==> config.mk <==
export PLATFORM = sky130hd
export DESIGN_NAME = uart_fifo_pair_flow_control_unit
export DESIGN_NICKNAME = d
export VERILOG_FILES = /design/src/hw/rtl/ufpfc_pkg.sv /design/src/hw/rtl/uart_fifo_pair_flow_control_unit.sv /design/src/hw/rtl/ufpfc_byte_ram.sv /design/src/hw/rtl/ufpfc_ctrl.sv
export SDC_FILE = /design/constraint.sdc
export NUM_CORES = 1
export LEC_CHECK = 0
export BUFFER_PORTS_ARGS = -buffer_cell sky130_fd_sc_hd__buf_2
export CELL_PAD_IN_SITES_DETAIL_PLACEMENT = 0
export CELL_PAD_IN_SITES_GLOBAL_PLACEMENT = 2
export CORE_MARGIN = 10
export CORE_UTILIZATION = 49
export CTS_CLUSTER_SIZE = 16
export DETAILED_ROUTE_END_ITERATION = 12
export HOLD_SLACK_MARGIN = 0.02
export PLACE_DENSITY_LB_ADDON = 0.25
export SLEW_MARGIN = 10
export SYNTH_ARGS = -nofsm -noshare
export SYNTH_HDL_FRONTEND = slang
export SYNTH_SLANG_ARGS = --single-unit
==> constraint.sdc <==
create_clock -name aclk -period 5.25 [get_ports aclk]
set_input_delay 0.2625 -clock aclk [delete_from_list [all_inputs] [get_ports aclk]]
set_output_delay 0.2625 -clock aclk [all_outputs]
set_load 0.005 [all_outputs]
==> src/hw/rtl/ufpfc_pkg.sv <==
// Shared types and constants for the serial FIFO pair with flow control.
package ufpfc_pkg;

    localparam int LEVEL_W     = 7;
    localparam int IN_TDATA_W  = 16;
    localparam int OUT_TDATA_W = 40;
    localparam int CFG_IDX_W   = 2;

    typedef enum logic [1:0] {
        CMD_LINE_BYTE  = 2'd0,
        CMD_HOST_READ  = 2'd1,
        CMD_HOST_WRITE = 2'd2,
        CMD_TX_REQUEST = 2'd3
    } cmd_t;

    typedef enum logic [1:0] {
        ST_OK       = 2'd0,
        ST_RX_FULL  = 2'd1,
        ST_TX_FULL  = 2'd2,
        ST_RD_EMPTY = 2'd3
    } status_t;

    localparam logic [CFG_IDX_W-1:0] REG_CTS_ASSERT  = 2'd0;
    localparam logic [CFG_IDX_W-1:0] REG_CTS_RELEASE = 2'd1;
    localparam logic [CFG_IDX_W-1:0] REG_TX_ROOM     = 2'd2;

    localparam logic [LEVEL_W-1:0] CTS_ASSERT_RST  = 7'd54;
    localparam logic [LEVEL_W-1:0] CTS_RELEASE_RST = 7'd50;
    localparam logic [LEVEL_W-1:0] TX_ROOM_RST     = 7'd48;

    // Everything of a result except the two bytes, which come from the memories.
    typedef struct packed {
        logic                read_valid;
        logic                send_valid;
        logic [LEVEL_W-1:0]  rx_level;
        logic [LEVEL_W-1:0]  tx_level;
        logic                tx_has_room;
        logic                tx_over_limit;
        logic                cts_hold;
        logic                break_seen;
        logic                driver_enable;
        status_t             status;
    } info_t;

endpackage

==> src/hw/rtl/uart_fifo_pair_flow_control_unit.sv <==
// Top level: serial-line/host FIFO pair with clear-to-send and driver control.
// A result passes from its input transfer through the read stage
// (state update and memory read) and then through the output register.
// Throughput: one item per cycle while m_tready stays high; the result stage
// stalls the input side only when the output register is full and not taken.
// Reset (aresetn, synchronous, active low) empties both FIFOs, clears the hold,
// break and driver flags and loads the default thresholds; memories are not cleared.
module uart_fifo_pair_flow_control_unit #(
    parameter int RX_DEPTH = 64,
    parameter int TX_DEPTH = 64
) (
    input  logic                                aclk,
    input  logic                                aresetn,
    // settings write port
    input  logic                                cfg_wr_en,
    input  logic [ufpfc_pkg::CFG_IDX_W-1:0]     cfg_index,
    input  logic [ufpfc_pkg::LEVEL_W-1:0]       cfg_wdata,
    // commands in
    input  logic                                s_tvalid,
    output logic                                s_tready,
    // [1:0] command, [9:2] data_byte, [10] frame_error, [15:11] zero
    input  logic [ufpfc_pkg::IN_TDATA_W-1:0]    s_tdata,
    // results out
    output logic                                m_tvalid,
    input  logic                                m_tready,
    // [7:0] read_byte, [8] read_valid, [16:9] send_byte, [17] send_valid,
    // [24:18] rx_level, [31:25] tx_level, [32] tx_has_room, [33] tx_over_limit,
    // [34] cts_hold, [35] break_seen, [36] driver_enable, [38:37] status, [39] zero
    output logic [ufpfc_pkg::OUT_TDATA_W-1:0]   m_tdata
);

    import ufpfc_pkg::*;

    localparam int RX_AW = (RX_DEPTH > 1) ? $clog2(RX_DEPTH) : 1;
    localparam int TX_AW = (TX_DEPTH > 1) ? $clog2(TX_DEPTH) : 1;

    logic             in_xfer, advance;
    logic             pend_reg, pend_next;
    info_t            info, info_reg;
    logic             m_tvalid_reg;
    logic [OUT_TDATA_W-1:0] m_tdata_reg;

    logic             rx_wr_en, rx_rd_en, tx_wr_en, tx_rd_en;
    logic [RX_AW-1:0] rx_wr_addr, rx_rd_addr;
    logic [TX_AW-1:0] tx_wr_addr, tx_rd_addr;
    logic [7:0]       wr_data, rx_rd_data, tx_rd_data;
    logic [7:0]       read_byte, send_byte;

    // Output register free, or being emptied this cycle.
    assign advance  = !m_tvalid_reg || m_tready;
    // Stage holding the memory read may take a new transfer when it moves on.
    assign s_tready = !pend_reg || advance;
    assign in_xfer  = s_tvalid && s_tready;

    ufpfc_ctrl #(
        .RX_DEPTH (RX_DEPTH),
        .TX_DEPTH (TX_DEPTH),
        .RX_AW    (RX_AW),
        .TX_AW    (TX_AW)
    ) u_ctrl (
        .aclk        (aclk),
        .aresetn     (aresetn),
        .cfg_wr_en   (cfg_wr_en),
        .cfg_index   (cfg_index),
        .cfg_wdata   (cfg_wdata),
        .accept      (in_xfer),
        .cmd         (cmd_t'(s_tdata[1:0])),
        .data_byte   (s_tdata[9:2]),
        .frame_error (s_tdata[10]),
        .rx_wr_en    (rx_wr_en),
        .rx_wr_addr  (rx_wr_addr),
        .rx_rd_en    (rx_rd_en),
        .rx_rd_addr  (rx_rd_addr),
        .tx_wr_en    (tx_wr_en),
        .tx_wr_addr  (tx_wr_addr),
        .tx_rd_en    (tx_rd_en),
        .tx_rd_addr  (tx_rd_addr),
        .wr_data     (wr_data),
        .info        (info)
    );

    // Read data only changes on a new pop, so it holds while the result stalls.
    ufpfc_byte_ram #(.DEPTH(RX_DEPTH), .AW(RX_AW)) u_rx_ram (
        .aclk    (aclk),
        .wr_en   (rx_wr_en),
        .wr_addr (rx_wr_addr),
        .wr_data (wr_data),
        .rd_en   (rx_rd_en),
        .rd_addr (rx_rd_addr),
        .rd_data (rx_rd_data)
    );

    ufpfc_byte_ram #(.DEPTH(TX_DEPTH), .AW(TX_AW)) u_tx_ram (
        .aclk    (aclk),
        .wr_en   (tx_wr_en),
        .wr_addr (tx_wr_addr),
        .wr_data (wr_data),
        .rd_en   (tx_rd_en),
        .rd_addr (tx_rd_addr),
        .rd_data (tx_rd_data)
    );

    always_comb begin
        pend_next = pend_reg;
        if (in_xfer) begin
            pend_next = 1'b1;
        end else if (advance) begin
            pend_next = 1'b0;
        end
    end

    always_ff @(posedge aclk) begin
        if (!aresetn) begin
            pend_reg <= 1'b0;
        end else begin
            pend_reg <= pend_next;
        end
    end

    always_ff @(posedge aclk) begin
        if (in_xfer) begin
            info_reg <= info;
        end
    end

    // unused byte fields read as zero
    assign read_byte = info_reg.read_valid ? rx_rd_data : 8'd0;
    assign send_byte = info_reg.send_valid ? tx_rd_data : 8'd0;

    always_ff @(posedge aclk) begin
        if (!aresetn) begin
            m_tvalid_reg <= 1'b0;
        end else if (pend_reg && advance) begin
            m_tvalid_reg <= 1'b1;
        end else if (m_tready) begin
            m_tvalid_reg <= 1'b0;
        end
    end

    always_ff @(posedge aclk) begin
        if (pend_reg && advance) begin
            m_tdata_reg <= {1'b0, info_reg.status, info_reg.driver_enable,
                            info_reg.break_seen, info_reg.cts_hold,
                            info_reg.tx_over_limit, info_reg.tx_has_room,
                            info_reg.tx_level, info_reg.rx_level,
                            info_reg.send_valid, send_byte,
                            info_reg.read_valid, read_byte};
        end
    end

    assign m_tvalid = m_tvalid_reg;
    assign m_tdata  = m_tdata_reg;

    a_xfer_pends: assert property (@(posedge aclk) disable iff (!aresetn)
        in_xfer |=> pend_reg)
        else $error("accepted transfer not held in read stage");
    a_one_pop: assert property (@(posedge aclk) disable iff (!aresetn)
        pend_reg |-> !(info_reg.read_valid && info_reg.send_valid))
        else $error("two pops from one command");
    a_pop_ok: assert property (@(posedge aclk) disable iff (!aresetn)
        (pend_reg && (info_reg.read_valid || info_reg.send_valid))
        |-> (info_reg.status == ST_OK))
        else $error("pop reported with error status");
    a_out_load: assert property (@(posedge aclk) disable iff (!aresetn)
        (pend_reg && advance) |=> m_tvalid_reg)
        else $error("result lost between read stage and output");

endmodule

==> src/hw/rtl/ufpfc_byte_ram.sv <==
// Byte-wide synchronous memory, one write and one registered read port.
module ufpfc_byte_ram #(
    parameter int DEPTH = 64,
    parameter int AW    = 6
) (
    input  logic          aclk,
    input  logic          wr_en,
    input  logic [AW-1:0] wr_addr,
    input  logic [7:0]    wr_data,
    input  logic          rd_en,
    input  logic [AW-1:0] rd_addr,
    output logic [7:0]    rd_data
);

    logic [7:0] mem [DEPTH];

    always_ff @(posedge aclk) begin
        if (wr_en) begin
            mem[wr_addr] <= wr_data;
        end
    end

    always_ff @(posedge aclk) begin
        if (rd_en) begin
            rd_data <= mem[rd_addr];
        end
    end

endmodule

==> src/hw/rtl/ufpfc_ctrl.sv <==
// Pointers, levels, flags and settings; drives both FIFO memories.
module ufpfc_ctrl #(
    parameter int RX_DEPTH = 64,
    parameter int TX_DEPTH = 64,
    parameter int RX_AW    = 6,
    parameter int TX_AW    = 6
) (
    input  logic                                aclk,
    input  logic                                aresetn,
    input  logic                                cfg_wr_en,
    input  logic [ufpfc_pkg::CFG_IDX_W-1:0]     cfg_index,
    input  logic [ufpfc_pkg::LEVEL_W-1:0]       cfg_wdata,
    input  logic                                accept,
    input  ufpfc_pkg::cmd_t                     cmd,
    input  logic [7:0]                          data_byte,
    input  logic                                frame_error,
    output logic                                rx_wr_en,
    output logic [RX_AW-1:0]                    rx_wr_addr,
    output logic                                rx_rd_en,
    output logic [RX_AW-1:0]                    rx_rd_addr,
    output logic                                tx_wr_en,
    output logic [TX_AW-1:0]                    tx_wr_addr,
    output logic                                tx_rd_en,
    output logic [TX_AW-1:0]                    tx_rd_addr,
    output logic [7:0]                          wr_data,
    output ufpfc_pkg::info_t                    info
);

    import ufpfc_pkg::*;

    localparam int RX_CW = $clog2(RX_DEPTH + 1);
    localparam int TX_CW = $clog2(TX_DEPTH + 1);
    localparam int RX_LW = (RX_CW > LEVEL_W) ? RX_CW : LEVEL_W;
    localparam int TX_LW = (TX_CW > LEVEL_W) ? TX_CW : LEVEL_W;

    logic [LEVEL_W-1:0] cts_assert_reg, cts_release_reg, tx_room_reg;

    logic [RX_AW-1:0] rx_head_reg, rx_head_next, rx_tail_reg, rx_tail_next;
    logic [TX_AW-1:0] tx_head_reg, tx_head_next, tx_tail_reg, tx_tail_next;
    logic [RX_CW-1:0] rx_count_reg, rx_count_next;
    logic [TX_CW-1:0] tx_count_reg, tx_count_next;
    logic             hold_reg, hold_next, break_reg, break_next, drv_reg, drv_next;

    logic             rx_push, rx_pop, tx_push, tx_pop;
    logic [RX_LW-1:0] rx_lvl_ext;
    logic [TX_LW-1:0] tx_lvl_ext;
    status_t          status;

    always_ff @(posedge aclk) begin
        if (!aresetn) begin
            cts_assert_reg  <= CTS_ASSERT_RST;
            cts_release_reg <= CTS_RELEASE_RST;
            tx_room_reg     <= TX_ROOM_RST;
        end else if (cfg_wr_en) begin
            case (cfg_index)
                REG_CTS_ASSERT:  cts_assert_reg  <= cfg_wdata;
                REG_CTS_RELEASE: cts_release_reg <= cfg_wdata;
                REG_TX_ROOM:     tx_room_reg     <= cfg_wdata;
                default: ;  // unmapped index: write dropped
            endcase
        end
    end

    assign rx_push = accept && (cmd == CMD_LINE_BYTE) && !frame_error
                     && (rx_count_reg < RX_CW'(RX_DEPTH));
    assign rx_pop  = accept && (cmd == CMD_HOST_READ) && (rx_count_reg != '0);
    assign tx_push = accept && (cmd == CMD_HOST_WRITE)
                     && (tx_count_reg < TX_CW'(TX_DEPTH));
    assign tx_pop  = accept && (cmd == CMD_TX_REQUEST) && (tx_count_reg != '0);

    always_comb begin
        rx_head_next  = rx_head_reg;
        rx_tail_next  = rx_tail_reg;
        rx_count_next = rx_count_reg;
        tx_head_next  = tx_head_reg;
        tx_tail_next  = tx_tail_reg;
        tx_count_next = tx_count_reg;
        hold_next     = hold_reg;
        break_next    = break_reg;
        drv_next      = drv_reg;
        status        = ST_OK;

        if (rx_push) begin
            rx_tail_next  = (rx_tail_reg == RX_AW'(RX_DEPTH - 1)) ? '0 : rx_tail_reg + 1'b1;
            rx_count_next = rx_count_reg + 1'b1;
            if (RX_LW'(rx_count_next) > RX_LW'(cts_assert_reg)) begin
                hold_next = 1'b1;
            end
        end
        if (rx_pop) begin
            rx_head_next  = (rx_head_reg == RX_AW'(RX_DEPTH - 1)) ? '0 : rx_head_reg + 1'b1;
            rx_count_next = rx_count_reg - 1'b1;
            if (RX_LW'(rx_count_next) < RX_LW'(cts_release_reg)) begin
                hold_next = 1'b0;
            end
        end
        if (tx_push) begin
            tx_tail_next  = (tx_tail_reg == TX_AW'(TX_DEPTH - 1)) ? '0 : tx_tail_reg + 1'b1;
            tx_count_next = tx_count_reg + 1'b1;
            drv_next      = 1'b1;
        end
        if (tx_pop) begin
            tx_head_next  = (tx_head_reg == TX_AW'(TX_DEPTH - 1)) ? '0 : tx_head_reg + 1'b1;
            tx_count_next = tx_count_reg - 1'b1;
        end

        if (accept) begin
            case (cmd)
                CMD_LINE_BYTE: begin
                    if (frame_error) begin
                        break_next = 1'b1;
                    end else if (!rx_push) begin
                        status = ST_RX_FULL;
                    end
                end
                CMD_HOST_READ: begin
                    if (!rx_pop) status = ST_RD_EMPTY;
                end
                CMD_HOST_WRITE: begin
                    if (!tx_push) status = ST_TX_FULL;
                end
                CMD_TX_REQUEST: begin
                    if (!tx_pop) drv_next = 1'b0;
                end
                default: ;
            endcase
        end
    end

    always_ff @(posedge aclk) begin
        if (!aresetn) begin
            rx_head_reg  <= '0;
            rx_tail_reg  <= '0;
            rx_count_reg <= '0;
            tx_head_reg  <= '0;
            tx_tail_reg  <= '0;
            tx_count_reg <= '0;
            hold_reg     <= 1'b0;
            break_reg    <= 1'b0;
            drv_reg      <= 1'b0;
        end else begin
            rx_head_reg  <= rx_head_next;
            rx_tail_reg  <= rx_tail_next;
            rx_count_reg <= rx_count_next;
            tx_head_reg  <= tx_head_next;
            tx_tail_reg  <= tx_tail_next;
            tx_count_reg <= tx_count_next;
            hold_reg     <= hold_next;
            break_reg    <= break_next;
            drv_reg      <= drv_next;
        end
    end

    assign rx_wr_en   = rx_push;
    assign rx_wr_addr = rx_tail_reg;
    assign rx_rd_en   = rx_pop;
    assign rx_rd_addr = rx_head_reg;
    assign tx_wr_en   = tx_push;
    assign tx_wr_addr = tx_tail_reg;
    assign tx_rd_en   = tx_pop;
    assign tx_rd_addr = tx_head_reg;
    assign wr_data    = data_byte;

    // levels past 127 are reported modulo 128
    assign rx_lvl_ext = RX_LW'(rx_count_next);
    assign tx_lvl_ext = TX_LW'(tx_count_next);

    always_comb begin
        info.read_valid    = rx_pop;
        info.send_valid    = tx_pop;
        info.rx_level      = rx_lvl_ext[LEVEL_W-1:0];
        info.tx_level      = tx_lvl_ext[LEVEL_W-1:0];
        info.tx_has_room   = TX_LW'(tx_count_next) < TX_LW'(tx_room_reg);
        info.tx_over_limit = TX_LW'(tx_count_next) > TX_LW'(tx_room_reg);
        info.cts_hold      = hold_next;
        info.break_seen    = break_next;
        info.driver_enable = drv_next;
        info.status        = status;
    end

    a_hold_rise: assert property (@(posedge aclk) disable iff (!aresetn)
        (rx_push && !hold_reg && (RX_LW'(rx_count_next) > RX_LW'(cts_assert_reg)))
        |=> hold_reg)
        else $error("hold not raised above assert level");
    a_rx_bound: assert property (@(posedge aclk) disable iff (!aresetn)
        rx_count_reg <= RX_CW'(RX_DEPTH))
        else $error("receive count beyond depth");
    a_tx_bound: assert property (@(posedge aclk) disable iff (!aresetn)
        tx_count_reg <= TX_CW'(TX_DEPTH))
        else $error("transmit count beyond depth");
    a_rx_ptrs: assert property (@(posedge aclk) disable iff (!aresetn)
        (rx_count_reg == '0) |-> (rx_head_reg == rx_tail_reg))
        else $error("receive pointers disagree with empty count");

endmodule
## Yosys cells after proc, flatten, opt, wreduce, memory -nomap -nowiden

Memory sizes are Yosys's and may differ from the RTL's. A register that Yosys moved wholly into a read port is not among the register bits.
Index checks and enable logic that the tools add are counted.

- Memories kept: 2
- Input bits: 30
- Logic and storage cells: 109
- Bits in writable memories: 1024
- Output and inout port bits: 42
- Register bits: 126

Memories:

| name | depth | width | read ports | clocked after memory_dff | wr ports | line | source |
|---|---|---|---|---|---|---|---|
| u_rx_ram.mem | 64 | 8 | 1 | 1 | 1 | ufpfc_byte_ram.sv:15 | `logic [7:0] mem [DEPTH];` |
| u_tx_ram.mem | 64 | 8 | 1 | 1 | 1 | ufpfc_byte_ram.sv:15 |  |

- $add $sub $neg: 8
- Magnitude comparators: 6
- Multiplexer cells: 32
- Reductions and logical operators: 25
- Equal/unequal tests: 9

Operator list:

| cell | number |
|---|---|
| $mux W7 | 4 |
| $add A6 B1 Y6 const B | 4 |
| $eq A6 B6 Y1 const B | 4 |
| $mux W6 | 4 |
| $mux W1 | 20 |
| $add A7 B1 Y7 const B | 2 |
| $gt A7 B7 Y1 | 2 |
| $lt A7 B7 Y1 | 2 |
| $lt A7 B7 Y1 const B | 2 |
| $reduce_bool A7 Y1 | 2 |
| $sub A7 B1 Y7 const B | 2 |
| $logic_and A1 B1 Y1 | 11 |
| $eq A2 B2 Y1 const B | 3 |
| $mux W2 | 3 |
| $pmux W2 S3 | 1 |
| $reduce_and A2 Y1 | 3 |
| $eq A2 B1 Y1 const B | 2 |
| $logic_not A2 Y1 | 2 |
| $reduce_bool A2 Y1 | 2 |
| $logic_not A1 Y1 | 3 |
| $logic_or A1 B1 Y1 | 2 |

## Logic depth before layout (Yosys ltp)

Gate-level depths: netlist (run 1).

- Depth after elaboration: 10
- Depth in mapped cells: 14

## By module

A second synthesis (run 1) with hierarchy kept.

- Cell total of the unflattened synthesis: 2425
- Area, all modules: 46397.0 µm²

Modules (own cells, without submodules):

| module | instances | area an instance (µm²) | cells each |
|---|---|---|---|
| ufpfc_byte_ram | 2 | 20246.9 | 940 |
| ufpfc_ctrl | 1 | 3836.2 | 456 |
| uart_fifo_pair_flow_control_unit | 1 | 2067.0 | 89 |

## Worst setup path after synthesis (run 1)

No wires, ideal clock.

- Path type: register to register
- From: register m_tvalid_reg, in the netlist m_tvalid
- To: register m_tdata_reg[0], in the netlist m_tdata[0] (enable)
- Slack: 1541 ps
- Library setup time: 495 ps
- Stages on the path, launching flop included: 2
- Period minus slack after synthesis: 3709 ps
- Arrival time: 3213 ps
- Path buffers: 0
- Cell sequence: dfxtp_1 > a21boi_0

- Word-level cells in the longest chain between the ends: 3

Ends and longest elaborated chain:

| what | line | source |
|---|---|---|
| from (decl) | uart_fifo_pair_flow_control_unit.sv:40 | `logic m_tvalid_reg;` |
| from (signal assigned) | uart_fifo_pair_flow_control_unit.sv:132 | `m_tvalid_reg <= 1'b0;` |
| from (signal assigned) | uart_fifo_pair_flow_control_unit.sv:134 | `m_tvalid_reg <= 1'b1;` |
| from (signal assigned) | uart_fifo_pair_flow_control_unit.sv:136 | `m_tvalid_reg <= 1'b0;` |
| $logic_not A1 Y1 | uart_fifo_pair_flow_control_unit.sv:50 | `assign advance = !m_tvalid_reg \|\| m_tready;` |
| $logic_or A1 B1 Y1 | uart_fifo_pair_flow_control_unit.sv:50 |  |
| $logic_and A1 B1 Y1 | uart_fifo_pair_flow_control_unit.sv:141 | `if (pend_reg && advance) begin` |
| to (signal assigned) | uart_fifo_pair_flow_control_unit.sv:142 | `m_tdata_reg <= {1'b0, info_reg.status, info_reg.driver_enable,` |
| to (decl) | uart_fifo_pair_flow_control_unit.sv:41 | `logic [OUT_TDATA_W-1:0] m_tdata_reg;` |

Every way passes these cells.
A chain may end at the register's enable or synchronous reset.

==> results of run 1 <==
critical path, cell delays in order, from the launching register on:
cell and delay (ns):
dfxtp_1 0.42, nand3b_1 0.43, nand3_1 0.51, or2_0 0.39
inv_2 0.26, a31oi_1 0.34, xnor2_1 0.19, ha_1 0.28
a21o_1 0.17, a21o_1 0.17, a211oi_1 0.27, nor2_1 0.08
cell usage after synthesis, drive strengths merged (14+ instances only):
| master | count |
|---|---|
| nand3 | 43 |
| mux2 | 26 |
| mux4 | 203 |
| inv | 41 |
| buf | 75 |
| and2 | 31 |
| edfxtp | 1102 |
| nor3 | 35 |
| nor2 | 210 |
| xor2 | 14 |
| nand2 | 99 |
| mux2i | 134 |
| dfxtp | 64 |
| clkbuf | 65 |
| o22ai | 48 |
| ha | 29 |
| a21oi | 37 |
| o21ai | 39 |
| xnor2 | 18 |
| a22oi | 26 |
| nand3b | 14 |
cell families after synthesis:
group	count (synthesis)	synth area share [%]
compound gates	239	3.58
xor+xnor	32	0.609
fa+ha+maj	29	0.788
mux	363	13.5
buf+inv	182	1.66
other cells	1	0.00814
flops	1166	74.7
simple gates	512	5.22
worst paths after layout:
check	end	cells past startpoint	slack (ns)	from
worst max-delay path	info_reg[5]$_DFFE_PN_	11	1.48	m_tvalid$_SDFFE_PN0P_
worst min-delay path	u_ctrl.cts_release_reg[1]$_SDFFE_PN1P_	3	0.07	aresetn
worst max register to register	info_reg[5]$_DFFE_PN_	11	1.48	m_tvalid$_SDFFE_PN0P_
worst min register to register	m_tdata[28]$_DFFE_PP_	0	0.42	info_reg[10]$_DFFE_PN_
area by class of cell:
class	instances	share of cell area (%)
multi-input combinational	1176	21.1
tap	1254	3.03
inverter	42	0.304
timing repair buffer	113	1.53
sequential	1166	66.3
clock buffer	141	5.90
clock inverter	73	1.84
power groups by stage:
stage / Combinational, W / Sequential [W] / Clock, W
final: 0.000563 / 0.0103 / 0.00859
after global routing: 0.000621 / 0.0103 / 0.00911
after CTS: 0.000575 / 0.0103 / 0.00873
after detailed placement: 0.000565 / 0.0105 / 0
after global placement: 0.000550 / 0.0105 / 0
after floorplan: 0.000309 / 0.0105 / 0
per-stage QoR:
| stage | total power, W | setup WS, ns | cells | area [um^2] |
|---|---|---|---|---|
| 2_1_floorplan | 0.0108 | 1.54 | 2524 | 46000 |
| 3_3_place_gp | 0.0110 | 1.58 | 3737 | 47700 |
| 3_5_place_dp | 0.0110 | 1.55 | 3737 | 47700 |
| 4_1_cts | 0.0196 | 1.55 | 3965 | 51800 |
| 5_1_grt | 0.0200 | 1.23 | 3965 | 51800 |
| 6_report | 0.0194 | 1.48 | 3965 | 51800 |
cell usage in the layout, fill, tap and decap left out, types with 31 or more instances in the layout:
| cell | count |
|---|---|
| clkbuf_16 | 116 |
| buf_4 | 38 |
| o21ai_0 | 39 |
| o22ai_1 | 48 |
| mux2i_1 | 134 |
| and2_1 | 31 |
| nor2_1 | 210 |
| buf_2 | 57 |
| inv_1 | 38 |
| mux4_2 | 203 |
| nand3_1 | 43 |
| dfxtp_1 | 58 |
| a21oi_1 | 36 |
| edfxtp_1 | 1102 |
| nand2_1 | 98 |
| nor3_1 | 35 |
routing by layer:
layer	up-vias	share of wire, %
li1	10266	-
met1	12194	45
met2	776	47
met3	160	6.3
met4	0	2.2
met5	-	0
==> impl_results.md, run 1 <==
- Initial DRC Count: 2023
- Grt ovf: 0
- GRT busiest layer: met2
- All-Layer GR Usage: 19.5%
- Clock latency on the worst-skew pair: around 0.7 ns
- Boundary Pins: 72
- Ant. Diodes: 0
- Drt wl/cell: between 20 and 30 um
- Clock Power Share: 44.2%
- Logic gate share of total power: roughly 2.9%
- Vias in the first global route: 24028
- Largest net degree at the start of global routing: 95
- Fraction of registers with async set/reset: 0%
- Clk root buf: clkbuf_16
- Syn nets: 2583
- CP Class: register to register
- Worst IR drop on VDD: 0.248 mV
- Via-to-Cell Ratio: just under 6
- Initial antenna violation count: 4
- Yosys top cell by area: edfxtp_1
- Clock Path Buffers: 3
- Worst Setup End Kind: register
- Die Wd: 327 um
- Hold_buf cts: 14
- GR Layer Usage met3: 3.05%
- Synth Flop Type: edfxtp_1
- Seq pwr share: 52.9%
- NetSw: just under 0.004 W
- Postcts setup bufs: 0
- Final WL: approximately 100000 um
- Synthesized area: 46000 um^2
- Clock skew: 0.0186 ns
- Clk sinks: 1166
- Worst hold slack: 0.0668 ns
- DIE AREA: 107000 um^2
- Post-route setup TNS: 0 ns
- H-tree lvl count: 3
- Port buffer count: 65
- Startpoint Class: register
- TritonCTS clock tree: yes
- Max_slew headroom: between 20% and 30%
- Finished Core Util: 55.5%
- Number of fill cells in the layout: slightly above 7000
- Max Slew Vio Count: 0
- Hold Violations, Final: 0
- Gpl congestion: 0.818
- Pwr Density: 375 nW/um^2
- First-pass GRT wire length: 157000 um
- CP Data Arrival Time: 4.20 ns
- DRC Markers: 0
- Syn avg cell area: 18.2 um^2
- Post-synth top area share: 71.9%
- Mapped Cells: between 2000 and 3000
- Vias: 23396
- Top cells by area, synth: edfxtp_1, mux4_2, mux2i_1, dfxtp_1, nor2_1
- Ratio of cells with drive above 1 in the final layout: between 10% and 20%
- Max cap viols: 0
- Core area: 93300 um^2
- Final setup viols: 0
- Area occupied by registers: 34400 um^2
- Pint: 0.0156 W
- Final #Nets: 2673
- Area growth, synth to finish: 12.6%
- Seq/Total Area, Yosys: 74.7%
- WP data required: 5.68 ns
- ANT nets after route: 0
- CTS resizes: 0
- Multi-input combinational cell area: 10900 um^2
- Hold Path Class: input port to register
- Met1 Track Usage GR: 28.2%
- # rows: 112
- Unique masters post-synth: 71
- Slew @ Worst Pin: 1.16 ns
- Clk pin slew, worst setup/hold paths: around 0.06 ns
- #FFs+latches synth: between 1000 and 1500
- Hpwl dp: between 60000 and 70000 um
- CP Max Fanout: 15
- Unrepaired setup endpoints after global routing: false
- DRT Pass-1 Iters: 5
- Met2 Use GR: 30.6%
- Chip height: ~330 um
- Status: finished clean
- Sw frac: 20.0%
- Peak Freq: 265 MHz
- Fin crit period: 3.77 ns
- Ys Warns: 0
- Starting density of the core: 49.3%
- EDFF count, synth: 1102
- Final period util: 71.8%
- Lkg Pwr: 16.2 nW
- Number of buffers created by CTS: 115
Note: power is estimated with default switching activity, not from simulation.
==> run 2: changes to the inputs <==
Clock period 5.25 ns to 3.87 ns, I/O delays scaled along.
==> run 2 against run 1 <==
  * Hold slack gained 0.021 ns
  * Utilization grew 0.62 points
  * Routed wire length shrank 0.39%
  * Total power increased by 35%
  * Via count increased by 0.29%
  * Critical path depth grew 3
  * Global-route usage hardly changed
  * Sequential share of layout area is 0.73 points lower
  * Fmax up 13%
  * Setup slack got worse by 0.95 ns
  * Sequential power increased by 35%
  * Critical path type unchanged
==> impl_results.md, run 2 (synthesis gave the netlist of run 1 again) <==
- Placed cell areas: 48300 um^2 (was 47700 um^2)
- CP max-delay cell: o41ai_4 (was nand3_1)
- Initial DRC Count: 2172 (was 2023)
- DR WL met2: 49200 um (about the same)
- DRT Pass-1 Iters: 5 (unchanged)
- Met3 WL: 7950 um (was 6550 um)
- CTS resizes: 0 (unchanged)
- WP data required: 4.31 ns (was 5.68 ns)
- Final instance area: 52400 um^2 (was 51800 um^2)
- Peak Freq: 300 MHz (was 265 MHz)
- Clock latency on the worst-skew pair: 0.71 ns (was 0.70 ns)
- Final #Nets: 2747 (was 2673)
- TritonCTS clock tree: yes (unchanged)
- Number of buffers created by CTS: 114 (was 115)
- Startpoint Class: register (unchanged)
- Clock Path Buffers: 3 (unchanged)
- Max Slew Vio Count: 0 (unchanged)
- Max_slew headroom: 21.6% (was 22.4%)
- Met1 WL: 45300 um (was 46800 um)
- Hold Path Class: input port to register (unchanged)
- H-tree lvl count: 3 (unchanged)
- Port buffer count: 65 (unchanged)
- Largest net degree at the start of global routing: 98 (was 95)
- CP Class: register to register (unchanged)
- Gpl congestion: 0.816 (was 0.818)
- Slew @ Worst Pin: 1.18 ns (was 1.16 ns)
- Chip height: 327 um (unchanged)
- Starting density of the core: 49.3% (unchanged)
- Most common cell after layout, fill and taps aside: edfxtp_1 (unchanged)
- Vias in the first global route: 24256 (was 24028)
- Lkg Pwr: 16.6 nW (was 16.2 nW)
- DIE AREA: 107000 um^2 (unchanged)
- Via-to-Cell Ratio: 5.81 (was 5.90)
- ANT nets after route: 0 (unchanged)
- WP buf/inv: 4 (was 1)
- Hold Violations, Final: 0 (unchanged)
- Max cap viols: 0 (unchanged)
- Grt ovf: 0 (unchanged)
- Clk pin slew, worst setup/hold paths: 0.06 ns (about the same)
- CP cell instances: inv_1, ha_1, inv_1, o41ai_4, or2_0, buf_4, inv_2, a31oi_1, xnor2_1, ha_1, a21o_1, a21o_1, a211oi_1, nor2_1 (was nand3b_1, nand3_1, or2_0, inv_2, a31oi_1, xnor2_1, ha_1, a21o_1, a21o_1, a211oi_1, nor2_1)
- Drt wl/cell: 25.8 um (was 26.4 um)
- Status: finished clean (unchanged)
- Vias: 23463 (was 23396)
- Ratio of cells with drive above 1 in the final layout: 21.6% (was 19.8%)
- Top Layer Used: met4 (unchanged)
- Post-route setup TNS: 0 ns (unchanged)
- CP Max Fanout: 15 (unchanged)
- CP Data Arrival Time: 3.77 ns (was 4.20 ns)
- Clk root buf: clkbuf_16 (unchanged)
- CP delay by family, top: compound AO/OA/AOI/OAI gates (was simple AND/OR/NAND/NOR gates)
- Hpwl dp: 66200 um (was 64400 um)
- First-pass GRT wire length: 157000 um (about the same)
- Unrepaired setup endpoints after global routing: false (unchanged)
- Max incr delay on CP: 0.36 ns (was 0.51 ns)
- Area growth, synth to finish: 13.9% (was 12.6%)
- Most frequent cells in the layout: edfxtp_1, nor2_1, mux4_2 (unchanged)
- Ant. Diodes: 0 (unchanged)
- Initial antenna violation count: 0 (was 4)
- Fin crit period: 3.34 ns (was 3.77 ns)
- Worst Setup End Kind: register (unchanged)
- Clock skew: 0.0310 ns (was 0.0186 ns)
- Postcts setup bufs: 0 (unchanged)
- All-Layer GR Usage: 19.5% (about the same)
- Pwr Density: 499 nW/um^2 (was 375 nW/um^2)
- DRC Markers: 0 (unchanged)
- Worst hold slack: 0.0874 ns (was 0.0668 ns)
- Die Wd: 327 um (unchanged)
- Final WL: 104000 um (was 105000 um)
- Core area: 93300 um^2 (unchanged)
- # rows: 112 (unchanged)
- Final setup viols: 0 (unchanged)
- Boundary Pins: 72 (unchanged)
- Final period util: 86.2% (was 71.8%)
- Worst IR drop on VDD: 0.415 mV (was 0.248 mV)
- Clk sinks: 1166 (unchanged)
==> run 2: cell types whose count changed in the layout (fill, tap and decap cells not counted) <==
cell	before	now
buf_12	4	10
clkinv_1	16	25
dlygate4sd3_1	14	20
clkbuf_8	6	0
clkinvlp_4	6	9
clkinv_4	1	5
clkbuf_1	19	15
inv_16	0	2
buf_4	38	101
clkinv_8	3	1
clkinv_2	25	22
bufinv_16	20	18
==> run 2: worst paths after layout <==
check / cells after the start / start / endpoint / slack (ns)
setup reg to reg: 14 / u_ctrl.tx_count_reg[0]$_SDFF_PN0_ / info_reg[5]$_DFFE_PN_ / 0.53
hold reg to reg: 0 / info_reg[20]$_DFFE_PN_ / m_tdata[24]$_DFFE_PP_ / 0.42
setup / recovery: 14 / u_ctrl.tx_count_reg[0]$_SDFF_PN0_ / info_reg[5]$_DFFE_PN_ / 0.53
hold / removal: 1 / s_tdata[9] / u_rx_ram.mem[27][7]$_DFFE_PP_ / 0.09
==> run 2: metrics by stage <==
stage | instances | power (W) | setup WS (ns) | util (%)
after floorplan | 2524 | 0.0146 | 0.161 | -
after global placement | 3806 | 0.0150 | 0.570 | 51.7
after detailed placement | 3806 | 0.0150 | 0.545 | 51.7
after CTS | 4041 | 0.0264 | 0.519 | 56.2
after global routing | 4041 | 0.0270 | 0.337 | 56.2
final | 4041 | 0.0262 | 0.534 | 56.2
==> run 2: where the power goes <==
part | switching (W) | internal [W]
clock network | 0.00473 | 0.00672
registers | 0.0000624 | 0.0139
logic | 0.000508 | 0.000282
==> run 2: worst register-to-register path, cell delays in order, from the launching register on <==
cell      delay (ns)
dfxtp_1         0.33
inv_1           0.12
ha_1            0.17
inv_1           0.08
o41ai_4         0.36
or2_0           0.17
buf_4           0.15
inv_2           0.14
a31oi_1         0.31
xnor2_1         0.19
ha_1            0.29
a21o_1          0.17
a21o_1          0.18
a211oi_1        0.32
nor2_1          0.09
==> run 2: repair_timing <==
action,CTS,global route
hold endpoints to repair,97,0
hold buffers,20,0
endpoints found under the setup margin,0,0
==> run 2: final cells by class <==
cell class / count / area (um^2)
clock buffer: 131 / 2960
clock inverter: 84 / 977
sequential: 1166 / 34400
inverter: 42 / 158
timing repair buffer: 188 / 1440
tap: 1254 / 1570
multi-input combinational: 1176 / 10900
fill: 7108 / 40900
==> run 2: metal layers <==
| layer | vias to the layer above | track usage (%) |
|---|---|---|
| li1 | 10420 | - |
| met1 | 12187 | 27.4 |
| met2 | 713 | 30.7 |
| met3 | 143 | 4.45 |
| met4 | 0 | 4.90 |
| met5 | - | 0 |
